`config.mk`:
```
export PLATFORM = sky130hd
export DESIGN_NAME = fpv_mul
export DESIGN_NICKNAME = d
export VERILOG_FILES = /design/src/hw/rtl/fpv_mul.sv
export SDC_FILE = /design/constraint.sdc
export NUM_CORES = 2
export LEC_CHECK = 0
export BUFFER_PORTS_ARGS = -buffer_cell sky130_fd_sc_hd__buf_4
export CORE_ASPECT_RATIO = 1.25
export CORE_MARGIN = 2
export CORE_UTILIZATION = 35
export DETAILED_ROUTE_END_ITERATION = 16
export PLACE_DENSITY_LB_ADDON = 0.25
export SLEW_MARGIN = 20
export SYNTH_ARGS = -nofsm -noshare
export SYNTH_HDL_FRONTEND = slang
export SYNTH_SLANG_ARGS = --single-unit
```
`constraint.sdc`:
```
create_clock -name clk -period 19.4 [get_ports clk]
set_input_delay 3.88 -clock clk [delete_from_list [all_inputs] [get_ports clk]]
set_output_delay 3.88 -clock clk [all_outputs]
set_load 0.01 [all_outputs]
```
`src/hw/rtl/fpv_mul.sv`:
```
`timescale 1ns / 1ps
// ----------------------------------------------------------------------------
// fpv_mul: shared registered multiplier
// Unsigned 32 x 32 product with the sign applied, registered.
// ----------------------------------------------------------------------------
module fpv_mul (
  input  logic               clk,
  input  logic [31:0]        a,
  input  logic [31:0]        b,
  input  logic               neg,
  output logic signed [64:0] prod
);

  logic [63:0] p;

  assign p = 64'(a) * 64'(b);

  always_ff @(posedge clk) begin
    prod <= neg ? -$signed({1'b0, p}) : $signed({1'b0, p});
  end

endmodule

```
### Word-level counts from Yosys, hierarchy flattened

Cells that the tools add are included.
Widths: inputs -> output; s select.

* output and inout bits: 65
* register bits after elaboration: 65
* bits of input ports: 66

* multipliers: 1
* mux-type cells: 1
* add/sub/neg operators: 1

Operators with widths (number)
* $neg 64->65: 1
* $mul 32x32->64: 1
* $mux 64: 1

### Longest topological paths before layout

* depth in word-level cells: 3
* gate-level depth with buffers: 29

### Worst setup path after synthesis

No wires, ideal clock.

* path type: input to register
* start point: input port a[25]
* end point: register prod[59]
* stages: 27
* slack: 7.580 ns
* required time: 19.328 ns
* arrival time: 11.748 ns
* cells stage by stage: clkbuf_1 > and2_1 > fa_1 > fa_1 > inv_1 > fa_1 > fa_1 > inv_1 > fa_1 > fa_1 > fa_1 > inv_1 > fa_1 > inv_1 > ha_1 > buf_2 > a21oi_2 > a21boi_0 > a211oi_1 > a21oi_1 > or4_1 > a222oi_1 > and4_1 > or4b_4 > or4b_4 > o21ai_1 > xnor2_1

* word-level cells in the longest chain between the ends: 3

Ends and longest elaborated chain
* start: declaration: RTL line 8 `input logic [31:0] a,`
* $mul 32x32->64 (*): RTL line 16 `assign p = 64'(a) * 64'(b);`
* $neg 64->65: RTL line 19 `prod <= neg ? -$signed({1'b0, p}) : $signed({1'b0, p});`
* $mux 64 (*): RTL line 19
* end signal: assignment: RTL line 19
* end: declaration: RTL line 11 `output logic signed [64:0] prod`

Every way passes the cells marked *; elsewhere a longest branch is shown, timed or not.
A chain may end at the register's enable or synchronous reset.

### Worst setup path in the final report

* start point: input port b[10]
* end point: register prod[64]

* word-level cells in the longest chain between the ends: 2

Ends and longest elaborated chain
* start: declaration: RTL line 9 `input logic [31:0] b,`
* $mul 32x32->64: RTL line 16
* $neg 64->65: RTL line 19

Every way passes these cells.

==> results.json <==
{
  "h-tree-depth": 3,
  "cts_made_buffers": 9,
  "fillers": 10888,
  "final_nets": 5286,
  "first_pass_iters": 5,
  "fin_crit_sh": 0.6718,
  "clk_pin_slew_ns": 0.06,
  "netlist-cell-type-count": 86,
  "largest_register_ffs": 65,
  "synth-seq-cells": 65,
  "synth-async-reset-ratio": 0,
  "vias_per_cell": 4.994,
  "cts-root-buf": "clkbuf_16",
  "min_to": "prod[5]",
  "vias": 27374,
  "grt_usage": 0.2058,
  "first_iter_violations": 1431,
  "clkSinkCount": 65,
  "worstSetupPathType": "in2reg",
  "yosysWarnings": 0,
  "dieArea_sq_um": 108700,
  "cts_resized": 0,
  "ant_nets": 0,
  "cts_tree": "yes",
  "drc": 0,
  "num_antenna_cells": 0,
  "die-height_microns": 368.2,
  "ys.flop_type": "dfxtp_1",
  "die_w_microns": 295.3,
  "netlist_area_sq_um": 37130,
  "maxSlewViolCount": 0,
  "cp-end-kind": "flop",
  "required_ns": 19.63,
  "max_clock_freq_mhz": 76.73,
  "syn_nets": 5382,
  "rows": 133,
  "antenna_found_initial": 0,
  "rsz0062_at_grt": "no",
  "syn_area_per_cell_sq_um": 8.934,
  "grt_pass1_vias": 30501,
  "period_needed_ns": 13.03,
  "crit_path_max_fanout": 32,
  "holdBufCountCts": 0,
  "post_cts.repair.setup_buffers": 0,
  "largest-register": "prod",
  "hpwl_mm": 85.81,
  "area_growth_pct": 5.617,
  "setup_viol": 0,
  "io_buffers": 130,
  "yosysTopAreaCell": "fa_1",
  "synth_area_leaders": "fa_1, and2_1, ha_1",
  "grt_max_degree": 66,
  "top_regs": "prod: 65 flops",
  "wl_per_cell_microns": 19.53,
  "synth_edf_count": 0,
  "slew_headroom": 0.3039,
  "min_from": "neg",
  "io_pins": 131,
  "arrival_ns": 13.26,
  "status": "completed",
  "critPathLaunchType": "input port",
  "whs_path_depth": 3,
  "synthCells": 4156,
  "drv_cap": 0,
  "place.gp.congestion": 0.8919,
  "drt-total-wl_mm": 107.1,
  "tightest_slew_ns": 1.044,
  "yosysSeqAreaShare": 0.03505,
  "hold_viol_final": 0,
  "cts_buffer_depth": 2,
  "setup-tns-final_ns": 0,
  "grt_pass1_wl_mm": 175.5,
  "hp-class": "in2reg",
  "initial_utilization": 0.3530,
  "synth_top_area_share": 0.4831,
  "overflow": 0,
  "core_area_sq_um": 105200,
  "drive_gt1_frac": 0.04478
}
[placed cells by master (no fill, tap or decap), drive strengths merged, types with 39 or more instances in the layout]
cell | netlist | layout
nand2 | 544 | 544
xor2 | 39 | 39
inv | 865 | 865
buf | 24 | 130
fa | 896 | 896
nand4 | 44 | 44
ha | 264 | 264
nor2 | 72 | 72
dfxtp | 65 | 65
o21ai | 84 | 84
a21oi | 80 | 80
xnor2 | 66 | 66
and2 | 599 | 599
[kinds of logic after synthesis]
| kind of cell | Yosys count | synth area share |
|---|---|---|
| AND/OR/NAND/NOR | 1393 | 0.1942 |
| adder cells (fa/ha/maj) | 1160 | 0.5721 |
| buffers and inverters | 1102 | 0.1128 |
| AO/OA/AOI/OAI | 328 | 0.06029 |
| XOR/XNOR | 105 | 0.02477 |
| flip-flops | 65 | 0.03505 |
| multiplexers | 3 | 0.0008425 |
[critical path, cell delays in order]
cell and delay [ns]:
buf_4 0.41, and2_1 0.22, fa_1 0.45, fa_1 0.56, inv_1 0.06, fa_1 0.46
fa_1 0.55, inv_1 0.05, fa_1 0.58, fa_1 0.45, fa_1 0.61, fa_1 0.53
ha_1 0.50, nand4_1 0.28, nor4_1 0.48, o311ai_1 0.19, a31oi_1 0.64, o31ai_1 0.21
xor2_1 0.37, o2111ai_1 0.28, or3_1 0.44, or3_1 0.37, or4_1 0.48, o21a_1 0.18
[synthesized netlist by cell type (14+ instances only)]
library cell	count
o31ai_1	25
and2_1	599
dfxtp_1	65
o211ai_1	14
ha_1	264
o21ai_0	74
a21oi_1	73
or3_1	21
xor2_1	39
buf_2	20
xnor2_1	66
nor3_1	23
nor2_1	72
inv_1	865
nand4_1	44
fa_1	896
nand3_1	16
nand2_1	544
a21o_1	17
clkbuf_1	213
[area by class of cell]
cell class | count | area (sq um) | share of cell area
multi-input cells | 2989 | 31640 | 0.8068
clock inverters | 4 | 45.04 | 0.001149
well taps | 1417 | 1773 | 0.04521
repair buffers | 130 | 975.9 | 0.02489
clock buffers | 11 | 232.7 | 0.005935
flip-flops and latches | 65 | 1301 | 0.03318
inverters | 865 | 3247 | 0.08280
[how the worst max path moves through the flow]
stage,depth (start not counted),startpoint,slack (ns),endpoint
3_5_place_dp,24,a[16],6.17,prod[64]
5_1_grt,24,a[16],6.09,prod[64]
2_1_floorplan,27,a[25],7.58,prod[59]
6_report,24,b[10],6.37,prod[64]
3_3_place_gp,24,b[10],6.14,prod[64]
4_1_cts,24,b[10],6.46,prod[64]
[per-stage QoR]
step                      setup WS, ns  cells  utilization  cell area, sq um  hold WS (ns)
final                            6.367   5481       0.3729             39220         4.097
after detailed placement         6.165   5466       0.3702             38940         4.269
after global routing             6.094   5481       0.3729             39220         4.110
after global placement           6.143   5466       0.3702             38940         4.277
after CTS                        6.459   5481       0.3729             39220         4.066
after floorplan                  7.580   4156            -             37130         4.016
[routing by layer]
layer / up-vias / global-route usage / routed length [microns]
met2: 657 / 0.3562 / 52960
met3: 136 / 0.01141 / 3725
met5: - / 0 / 0
met1: 14367 / 0.2863 / 48360
li1: 12214 / - / -
met4: 0 / 0.03729 / 2014
Power is left out: the tool's default activity adds up to more than one toggle a clock period on the data nets, which glitch-free logic cannot reach.
