--- config.mk ---
export PLATFORM = sky130hd
export DESIGN_NAME = fpv_sqrt
export DESIGN_NICKNAME = d
export VERILOG_FILES = /design/src/hw/rtl/fpv_sqrt.sv
export SDC_FILE = /design/constraint.sdc
export NUM_CORES = 1
export LEC_CHECK = 0
export BUFFER_PORTS_ARGS = -buffer_cell sky130_fd_sc_hd__buf_2
export CORE_ASPECT_RATIO = 1.5
export CORE_MARGIN = 2
export CORE_UTILIZATION = 55
export CTS_CLUSTER_SIZE = 24
export DETAILED_ROUTE_END_ITERATION = 6
export PLACE_DENSITY = 0.73
export SETUP_SLACK_MARGIN = 0.4
export SYNTH_ARGS = -nofsm -noshare
export SYNTH_HDL_FRONTEND = slang
export SYNTH_SLANG_ARGS = --single-unit
--- constraint.sdc ---
create_clock -name clk -period 9.4 [get_ports clk]
set_input_delay 0.47 -clock clk [delete_from_list [all_inputs] [get_ports clk]]
set_output_delay 0.47 -clock clk [all_outputs]
set_load 0.02 [all_outputs]
--- src/hw/rtl/fpv_sqrt.sv ---
`timescale 1ns / 1ps
// ----------------------------------------------------------------------------
// fpv_sqrt: iterative integer square root
// Floor square root of a 64-bit value, one result bit per cycle.
// ----------------------------------------------------------------------------
module fpv_sqrt (
  input  logic        clk,
  input  logic        rst,
  input  logic        start,
  input  logic [63:0] arg,
  output logic        done,
  output logic [31:0] root
);

  logic        busy;
  logic [4:0]  cnt;
  logic [63:0] nreg;
  logic [33:0] rem;
  logic [35:0] r2;
  logic [35:0] trial;

  assign r2    = {rem, nreg[63:62]};
  assign trial = {2'b00, root, 2'b01};

  always_ff @(posedge clk) begin
    if (rst) begin
      busy <= 1'b0;
      done <= 1'b0;
      cnt  <= '0;
    end else begin
      done <= 1'b0;
      if (start) begin
        busy <= 1'b1;
        cnt  <= '0;
        nreg <= arg;
        rem  <= '0;
        root <= '0;
      end else if (busy) begin
        nreg <= {nreg[61:0], 2'b00};
        if (r2 >= trial) begin
          rem  <= 34'(r2 - trial);
          root <= {root[30:0], 1'b1};
        end else begin
          rem  <= 34'(r2);
          root <= {root[30:0], 1'b0};
        end
        cnt <= cnt + 5'd1;
        if (cnt == 5'd31) begin
          busy <= 1'b0;
          done <= 1'b1;
        end
      end
    end
  end

endmodule

* Yosys cells after proc, flatten, opt, wreduce, memory -nomap -nowiden
Cells that the tools add are included.
** Storage, ports and cells
- Bits in registers :: 137
- Output and inout port bits :: 33
- Logic and storage cells :: 26
** Cells by class
- Add/sub/neg operators :: 2
- Order comparisons :: 1
- Eq/ne operators :: 1
- Mux-type cells :: 10
- Bitwise gates (word level) :: 2
- Reductions and logical operators :: 4
** Operators by type and width (count)
- 64-bit two-way mux :: 2
- 34-bit two-way mux :: 2
- 36-bit by 34-bit greater-or-equal comparator with 1-bit output :: 1
- 34-bit subtractor :: 1
- 32-bit two-way mux :: 1
- 5-bit by 1-bit adder with 5-bit output (second input constant) :: 1
- 5-bit == test (second input constant) :: 1
- 1-bit two-way mux :: 5
- 3-bit OR reduction :: 1
- 1-bit inverter :: 2
- 2-bit AND reduction :: 1
- 2-bit nonzero test :: 1
- 2-bit OR reduction :: 1

* Logic depth before layout (Yosys ltp)
- Depth after elaboration :: 4
- Mapped depth :: 13

* Worst setup path after synthesis
No wires, ideal clock.
- Path kind :: input-to-reg
- Start :: input port start
- End :: register nreg[0] (enable)
- Setup time :: 0.621 ns
- Arrival time :: 6.687 ns
- Data required time :: 8.779 ns
- Setup slack :: 2.092 ns
- Stages :: 5
- Path buffers :: 3
- Cell sequence :: clkbuf_1 -> clkbuf_1 -> clkbuf_1 -> nor2_1 -> nor2_1
** On the way
- Cells in the longest elaborated chain, start to end :: 2
** Ends and longest elaborated chain
- start: declaration :: line 9 : input logic start,
- 2-bit nonzero test (no source line)
- 2-bit AND reduction (no source line)
- end signal: assignment :: line 35 : nreg <= arg;
- end signal: assignment :: line 39 : nreg <= {nreg[61:0], 2'b00};
- end: declaration :: line 17 : logic [63:0] nreg;
Every way passes these cells.
A chain may end at the register's enable or synchronous reset.

* Final worst setup path
- Start :: register rem[27]
- End :: register rem[0], data pin
** On the way
- Cells in the longest elaborated chain, start to end :: 3
** Ends and longest elaborated chain
- start: declaration :: line 18 : logic [33:0] rem;
- start signal: assignment :: line 41 : rem <= 34'(r2 - trial);
- start signal: assignment :: line 44 : rem <= 34'(r2);
- 36-bit by 34-bit greater-or-equal comparator with 1-bit output :: line 40 : if (r2 >= trial) begin
- 34-bit two-way mux :: line 40
- 34-bit two-way mux :: line 38 : end else if (busy) begin
Every way passes these cells. The select of a mux whose other input is x is not followed.

==> results.yml <==
timing:
  setup_ws_ns: 5.870
  finalHoldViolations: 0
  timing.final.crit_share_pct: 37.56
  setup_viol: 0
  fmax_ghz: 0.2832
  rsz0062_at_grt: "no"
  finalCriticalPeriod_ns: 3.530
  fin_tns_setup_ns: 0
  tightest_slew_ns: 0.9746
  skew_ns: 0.01272
  final_max_slew_viol_count: 0
  maxSlewHeadroom_pct: 34.90
critical_path:
  timing.rr.end: "rem[0]"
  rr_worst_depth: 9
  slowest_delay_ns: 0.79
  path_buf_inv: 0
  critPathSlowestCell: "and2_1"
  worst_setup_path_start_kind: "flop"
  r2r_setup_slack_ns: 5.87
  required_ns: 9.53
  cp_cell_sequence: "ha_1 -> a21o_1 -> a211o_1 -> a311oi_2 -> nor2_1 -> o311ai_4 -> and2_1 -> xnor2_1 -> nor2_1"
  end_kind: "flop"
  crit_top_cell: "nor2_1"
  worst-path-max-fanout: 19
  arrival_ns: 3.66
  rr_startpoint: "rem[27]"
  path_delay_family: "compound AO/OA/AOI/OAI gates"
  worstSetupPathType: "flop to flop"
clock_tree:
  cts_resized: 0
  clk_path_buf_depth: 2
  clock_sinks: 137
  hold_buffers: 0
  root_buffer: "clkbuf_16"
  cts_tree: "yes"
  cts_buffers: 17
  post_cts_buffers: 0
  clkLatencyLatePin_ns: 0.42
  htreeDepth: 4
  clkTransAtPathRegs_ns: 0.07
floorplan:
  die_height_um: 149.3
  dieArea_sq_um: 15050
  initial_core_util_pct: 55.83
  ioPinCount: 100
  die_x_um: 100.8
  fp.coreArea_sq_um: 13860
  fp-row-count: 53
min_path:
  hold-path-endpoint: "busy"
  hold_depth: 2
  hp-class: "input pin to flop"
  hp-start: "rst"
drt:
  vias_per_cell: 5.839
  vias: 5471
  antenna_left: 0
  drt-wirelength-per-cell_um: 17.20
  drtPass1Iterations: 5
  drt-initial-drc-count: 306
  wl_mm: 16.12
  route.detailed.drc: 0
logic_synthesis:
  async_flop_share_pct: 0
  ys.flop_type: "edfxtp_1"
  ys_types: 68
  syn_inst: 670
  yosysWarnings: 0
  synth-edff-count: 130
  synth_nets: 773
  ys_seq_area_share_pct: 52.26
  synth_top_cell_by_area: "edfxtp_1"
  ys_ff_latch: 137
  ys_top_cells_by_area: "edfxtp_1 (50%), mux2_2 (9.0%), ha_1 (5.8%), nor2_1 (3.7%), a21oi_1 (3.0%)"
  synth_area_sq_um: 7737
  syn_avg_cell_area_sq_um: 11.55
  yosysTopAreaCellShare_pct: 50.45
placed_design:
  place_congestion: 0.9381
  dp_hpwl_mm: 11.12
  place.port_buffers: 99
  pre_cts_ws_ns: 5.892
finish:
  layout_common_cells: "edfxtp_1 (130), buf_2 (98), nor2_1 (76), mux2_2 (62), a21oi_1 (47)"
  diodes: 0
  multi_input_area_sq_um: 3386
  fillers: 1124
  fin_nets: 862
  area_delta_synth_final_pct: 14.72
  drive_gt1_share_pct: 28.11
  layout_commonest_cell: "edfxtp_1"
  regArea_sq_um: 4044
global_routing:
  grt_util_all_layers_pct: 22.29
  antenna_found_initial: 0
  overflow: 0
  grt_pass1_wl_mm: 26.40
  grt_max_degree: 84
  first_global_vias: 5630
job:
  cap_violations: 0
pwr:
  powerDensity_nw_per_um2: 202.6
  p_leak_uw: 0.003571
  max-vdd-ir-drop_mv: 0.1280
run_status:
  status: "completed"
worst reg2reg max path: cells and delay by family, from the launching register on:
family / cells / cell delay (ns)
flops: 1 / 0.41
fa+ha+maj: 1 / 0.38
xor+xnor: 1 / 0.20
simple gates: 3 / 0.98
compound gates: 4 / 1.26
stage by stage:
stage	hold slack [ns]	total power (uW)	utilization [%]	instances	cell area, sq um
floorplan	0.4672	1076	-	670	7737
global placement	0.4802	1152	59.96	905	8310
detailed placement	0.4932	1161	59.96	905	8310
CTS	0.2733	1808	64.04	937	8876
global route	0.2828	1876	64.04	937	8876
finish	0.2888	1798	64.04	937	8876
cell usage after synthesis, drive strengths merged, types with 5 or more instances:
cell,instances
edfxtp,130
nor2,81
mux2,62
a21oi,47
inv,41
ha,36
nand2,36
o21ai,24
xnor2,23
clkbuf,22
mux2i,13
a21o,10
buf,10
nor3,10
xor2,10
nand3,9
nand4,9
a211oi,7
and3,7
dfxtp,7
nand3b,6
nor2b,6
o211ai,6
a31oi,5
o21a,5
o31ai,5
sequential cells by signal, indices dropped and copies added (netlist names):
signal / flops
cnt: 5
nreg: 64
rem: 34
busy: 1
root: 32
done: 1
routing by layer:
layer	up-vias	GRT usage, %	routed length (um)
met3	45	5.530	962
met5	-	0	0
met4	0	10.07	423
li1	2644	-	-
met2	197	39.67	8520
met1	2585	24.74	6210
power breakdown:
part           total, uW  leakage [uW]  switching [uW]  internal [uW]
logic                404       0.00198             238            166
clock network        643      0.000273             275            369
registers            751       0.00131            19.9            731
final cells by class:
cell class	instances	share of cell area [%]
Clock buffer	17	4.793
Inverter	41	1.734
Clock inverter	15	1.579
Tap cell	165	2.326
Sequential cell	137	45.56
Timing Repair Buffer	102	5.864
Multi-Input combinational cell	460	38.14
worst max-delay path by stage:
stage / startpoint / end / slack, ns / cells after the start
floorplan: start / nreg[0] / 2.09 / 5
global placement: rem[27] / rem[0] / 6.01 / 9
detailed placement: rem[27] / rem[0] / 5.89 / 9
CTS: rem[27] / rem[0] / 5.88 / 9
global route: root[24] / rem[0] / 5.66 / 10
finish: rem[27] / rem[0] / 5.87 / 9
cell families after synthesis:
logic type	after synthesis	share of synthesized area (%)
XOR/XNOR	33	3.735
AO/OA/AOI/OAI	137	12.44
flip-flops	137	52.26
AND/OR/NAND/NOR	179	10.90
buffers and inverters	73	4.139
multiplexers	75	10.70
adder cells (fa/ha/maj)	36	5.821
Note: power is estimated with default switching activity, not from simulation.
