$ cat src/hw/rtl/fpv_div.sv
`timescale 1ns / 1ps
// ----------------------------------------------------------------------------
// fpv_div: iterative restoring divider
// 64 by 32 bit division whose quotient fits 32 bits, one bit per cycle.
// ----------------------------------------------------------------------------
module fpv_div (
  input  logic        clk,
  input  logic        rst,
  input  logic        start,
  input  logic [63:0] num,
  input  logic [31:0] den,
  output logic        done,
  output logic [31:0] quot
);

  logic        busy;
  logic [4:0]  cnt;
  logic [31:0] rem;
  logic [31:0] dreg;
  logic [32:0] r2;

  // The caller guarantees the upper half is below the divisor.
  assign r2 = {rem, quot[31]};

  always_ff @(posedge clk) begin
    if (rst) begin
      busy <= 1'b0;
      done <= 1'b0;
      cnt  <= '0;
    end else begin
      done <= 1'b0;
      if (start) begin
        busy <= 1'b1;
        cnt  <= '0;
        rem  <= num[63:32];
        quot <= num[31:0];
        dreg <= den;
      end else if (busy) begin
        if (r2 >= {1'b0, dreg}) begin
          rem  <= 32'(r2 - {1'b0, dreg});
          quot <= {quot[30:0], 1'b1};
        end else begin
          rem  <= r2[31:0];
          quot <= {quot[30:0], 1'b0};
        end
        cnt <= cnt + 5'd1;
        if (cnt == 5'd31) begin
          busy <= 1'b0;
          done <= 1'b1;
        end
      end
    end
  end

endmodule

$ cat config.mk
export PLATFORM = sky130hd
export DESIGN_NAME = fpv_div
export DESIGN_NICKNAME = d
export VERILOG_FILES = /design/src/hw/rtl/fpv_div.sv
export SDC_FILE = /design/constraint.sdc
export NUM_CORES = 1
export LEC_CHECK = 0
export BUFFER_PORTS_ARGS = -buffer_cell sky130_fd_sc_hd__buf_2
export CAP_MARGIN = 10
export CORE_UTILIZATION = 37
export CTS_CLUSTER_DIAMETER = 30
export DETAILED_ROUTE_END_ITERATION = 10
export SLEW_MARGIN = 20
export SYNTH_ARGS = -nofsm -noshare
export SYNTH_HDL_FRONTEND = slang
export SYNTH_SLANG_ARGS = --single-unit
$ cat constraint.sdc
create_clock -name clk -period 3.7 [get_ports clk]
set_input_delay 0 -clock clk [delete_from_list [all_inputs] [get_ports clk]]
set_output_delay 0 -clock clk [all_outputs]
set_load 0.02 [all_outputs]
Yosys cells after proc, flatten, opt, wreduce, memory -nomap -nowiden

Index checks and enable logic that the tools add are counted.

Equal/unequal tests: 1
Reductions and logical operators: 5
$add $sub $neg: 2
Bitwise logic cells: 2
Mux-type cells: 10
$lt $le $gt $ge: 1

Operator list:

| operator                                                       | count |
|---|---|
| 32-bit two-way mux                                             | 5 |
| 33-bit by 32-bit >= comparator with 1-bit output               | 1 |
| 32-bit subtractor                                              | 1 |
| 5-bit by 1-bit adder with 5-bit output (second input constant) | 1 |
| 5-bit == test (second input constant)                          | 1 |
| 1-bit two-way mux                                              | 5 |
| 2-bit AND reduction                                            | 2 |
| 3-bit OR reduction                                             | 1 |
| 1-bit NOT                                                      | 2 |
| 2-bit nonzero test                                             | 1 |
| 2-bit OR reduction                                             | 1 |

Bits in registers: 103
Output and inout port bits: 33
Word-level logic and storage cells: 27
Input bits: 99

Depth between registers and ports, before layout

Depth after elaboration: 4
Depth in mapped cells: 13
Mapped depth without buffers: 12

Worst setup path before layout

Ideal clock, no wire load.

Kind: input -> register
Start: input start
End: register quot[0] (enable)
Stages: 5
Setup slack: -280 ps
Library setup time: 486 ps
Arrival: 3494 ps
Cells stage by stage: clkbuf_1 > buf_2 > clkbuf_1 > nor2_1 > nor2_1

Longest elaborated chain between the ends: 2

RTL lines:

| what                                 | RTL line | RTL |
|---|---|---|
| from (decl)                          | 9        | `input logic start,` |
| 2-bit nonzero test (no source line)  | n/a      |  |
| 2-bit AND reduction (no source line) | n/a      |  |
| to (signal assigned)                 | 36       | `quot <= num[31:0];` |
| to (signal assigned)                 | 41       | `quot <= {quot[30:0], 1'b1};` |
| to (signal assigned)                 | 44       | `quot <= {quot[30:0], 1'b0};` |
| to (decl)                            | 13       | `output logic [31:0] quot` |

Every way passes these cells.
A chain may end at the register's enable or synchronous reset.

Worst setup path after layout

Start: register quot[31]
End: register rem[30] (data pin)

Longest elaborated chain between the ends: 4

RTL lines:

| what                                                                                         | RTL line | RTL |
|---|---|---|
| 32-bit subtractor / 33-bit by 32-bit >= comparator with 1-bit output (equally long branches) | 40, 39   |  |
| 32-bit two-way mux *                                                                         | 39       | `if (r2 >= {1'b0, dreg}) begin` |
| 32-bit two-way mux *                                                                         | 38       | `end else if (busy) begin` |
| 32-bit two-way mux *                                                                         | 32       | `if (start) begin` |
| to (signal assigned)                                                                         | 35       | `rem <= num[63:32];` |
| to (signal assigned)                                                                         | 40       | `rem <= 32'(r2 - {1'b0, dreg});` |
| to (signal assigned)                                                                         | 43       | `rem <= r2[31:0];` |
| to (decl)                                                                                    | 18       | `logic [31:0] rem;` |

Mark *: on every way between the ends. The rest lies on a longest branch, timed or not. The select of a mux whose other input is x is not followed.

==> results.sh <==
export IMPL_cts_tree="built"
export IMPL_worstSetupPathType="reg -> reg"
export IMPL_synth_top_area_cell="edfxtp_1"
export IMPL_multi_input_area_um2=2830
export IMPL_min_period_ns=3.17
export IMPL_yosys_top_cells_area="edfxtp_1, mux2_2, ha_1"
export IMPL_vdd_ir_drop_max_v=0.000250
export IMPL_clk_pin_slew_ns=0.08
export IMPL_arrival_ns=3.29
export IMPL_synth_seq_cells=103
export IMPL_synth_enable_flop_cells=96
export IMPL_hold_start="num[39]"
export IMPL_track_usage_pct=18.2
export IMPL_place_hpwl_mm=10.1
export IMPL_io_buffers=131
export IMPL_rsz0062_at_grt="no"
export IMPL_avgSynthCellArea_um2=10.9
export IMPL_synth_warning_count=0
export IMPL_worst_pin_slew_ns=1.02
export IMPL_dieArea_um2=17000
export IMPL_ys_flop_type="edfxtp_1"
export IMPL_fmax_mhz=315
export IMPL_drt_first_pass_iters=4
export IMPL_grt_pass1_vias=5073
export IMPL_viasPerCell=4.97
export IMPL_seq_area_frac_synth_pct=49.5
export IMPL_synth_most_common_cell="edfxtp_1"
export IMPL_synth_area_um2=6110
export IMPL_design_area_um2=8250
export IMPL_dp_cells=890
export IMPL_tns_ns=0
export IMPL_die_x_um=130
export IMPL_post_dp_cell_area_um2=7000
export IMPL_rows=46
export IMPL_cp_start_kind="flop"
export IMPL_ys_async_sr_fraction_pct=0
export IMPL_seqCellArea_um2=3020
export IMPL_postCtsSetupBuffers=0
export IMPL_fin_cells=1002
export IMPL_grt_pass1_wl_mm=23.9
export IMPL_cts_sinks=103
export IMPL_holdCritPathClass="in -> reg"
export IMPL_startpoint="quot[31]"
export IMPL_synthesis_nets=694
export IMPL_synth_cell_types=55
export IMPL_synthCells=560
export IMPL_hold_violations=0
export IMPL_relSlewSlack_pct=31.6
export IMPL_diodes=0
export IMPL_cts_max_path_buffers=2
export IMPL_critPathMaxFanout=3
export IMPL_power_total_mw=3.37
export IMPL_skew_ns=0.0131
export IMPL_grt_max_degree=81
export IMPL_fill_cells=1493
export IMPL_clk_latency_ns=0.36
export IMPL_antenna_found_initial=0
export IMPL_coreArea_um2=16000
export IMPL_remaining_drc_errors=0
export IMPL_ios=132
export IMPL_avgRoutedWirePerCell_um=14.9
export IMPL_power_leakage_nw=3.42
export IMPL_power_density_nw_per_um2=409
export IMPL_htree_num_levels=3
export IMPL_layout_drive_gt1_share_pct=27.0
export IMPL_max_cap_violations=0
export IMPL_grt_overflow=0
export IMPL_final_max_slew_violation_count=0
export IMPL_setup_violations=0
export IMPL_cp_end_kind="flop"
export IMPL_area_growth_pct=35.0
export IMPL_numCtsBuffers=9
export IMPL_root_buffer="clkbuf_16"
export IMPL_synthTopCellsByCount="edfxtp_1, nand2_1, mux2_2"
export IMPL_place_congestion=0.860
export IMPL_drt_iter0_drc=235
export IMPL_die_h_um=130
export IMPL_routed_wl_mm=14.9
export IMPL_dr_total_vias=4975
export IMPL_nNetsFinal=915
export IMPL_start_util_pct=38.2
export IMPL_post_route_period_util_pct=85.7
export IMPL_outcome="finished, final reports clean"
export IMPL_crit_required_ns=3.82
export IMPL_drtAntennaViolNets=0
export IMPL_r2r_start="quot[31]"
export IMPL_synth_top_area_share_pct=47.2
[worst max-delay path: stages, from the launching register on]
cell       delay, ns
edfxtp_1        0.38
inv_1           0.05
ha_1            0.22
fa_1            0.41
nor2b_1         0.18
o2111ai_1       0.18
a21oi_1         0.26
o31a_2          0.21
o21ai_1         0.14
o311ai_0        0.42
xnor2_1         0.16
o21ai_0         0.08
mux2_2          0.25
[per-stage QoR]
stage               utilization (%)  hold slack [ns]  setup WS [ns]
finish                         51.5           0.0296          0.528
global route                   51.5           0.0323          0.333
CTS                            51.5           0.0220          0.511
detailed placement             43.8            0.178          0.534
global placement               43.8            0.177          0.601
floorplan                         -           0.0793          0.741
[what timing repair did]
action,in CTS,in global routing
hold buffers,96,0
endpoints found under the hold margin,96,0
gates resized for setup,0,0
[logic make-up after synthesis]
| logic type | synth area share, % |
|---|---|
| fa+ha+maj | 7.30 |
| flops | 49.5 |
| xor+xnor | 4.30 |
| compound gates | 14.1 |
| simple gates | 10.2 |
| buf+inv | 4.36 |
| mux | 10.2 |
[worst paths after layout]
path,slack (ns),cells after the start,end
worst min register to register,0.51,2,cnt[4]
worst max register to register,0.53,12,rem[30]
worst max-delay path,0.53,12,rem[30]
worst min-delay path,0.03,3,rem[7]
[cell usage in the layout (no fill, tap or decap), types with 8 or more instances in the layout]
| cell type | count |
|---|---|
| inv_1 | 44 |
| xor2_1 | 13 |
| buf_2 | 131 |
| xnor2_1 | 17 |
| mux2_2 | 51 |
| dlygate4sd3_1 | 96 |
| o21ai_0 | 42 |
| edfxtp_1 | 96 |
| nand2_1 | 55 |
| nor2_1 | 26 |
| a21oi_1 | 43 |
| clkbuf_16 | 9 |
| a21o_1 | 8 |
| ha_1 | 34 |
[sequential cells by signal, indices dropped and copies added (netlist names)]
| signal | count |
|---|---|
| dreg | 32 |
| busy | 1 |
| done | 1 |
| quot | 32 |
| rem | 32 |
| cnt | 5 |
[power by group]
| part | switching [mW] | internal, mW |
|---|---|---|
| Sequential | 0.0456 | 1.40 |
| Combinational | 0.523 | 0.470 |
| Clock | 0.466 | 0.471 |
[metal layers]
| layer | track usage, % | vias to the layer above | wire (um) |
|---|---|---|---|
| met3 | 4.85 | 11 | 920 |
| met4 | 5.34 | 0 | 166 |
| li1 | - | 2492 | - |
| met5 | 0 | - | 0 |
| met2 | 31.7 | 149 | 7070 |
| met1 | 22.0 | 2323 | 6780 |
[area by class of cell]
| cell class | instances | share of cell area [%] |
|---|---|---|
| sequential | 103 | 36.7 |
| clock buffer | 10 | 2.78 |
| multi-input combinational | 390 | 34.3 |
| inverter | 44 | 2.00 |
| clock inverter | 6 | 0.637 |
| tap | 216 | 3.28 |
| timing repair buffer | 233 | 20.3 |
(Power assumes the default switching activity.)
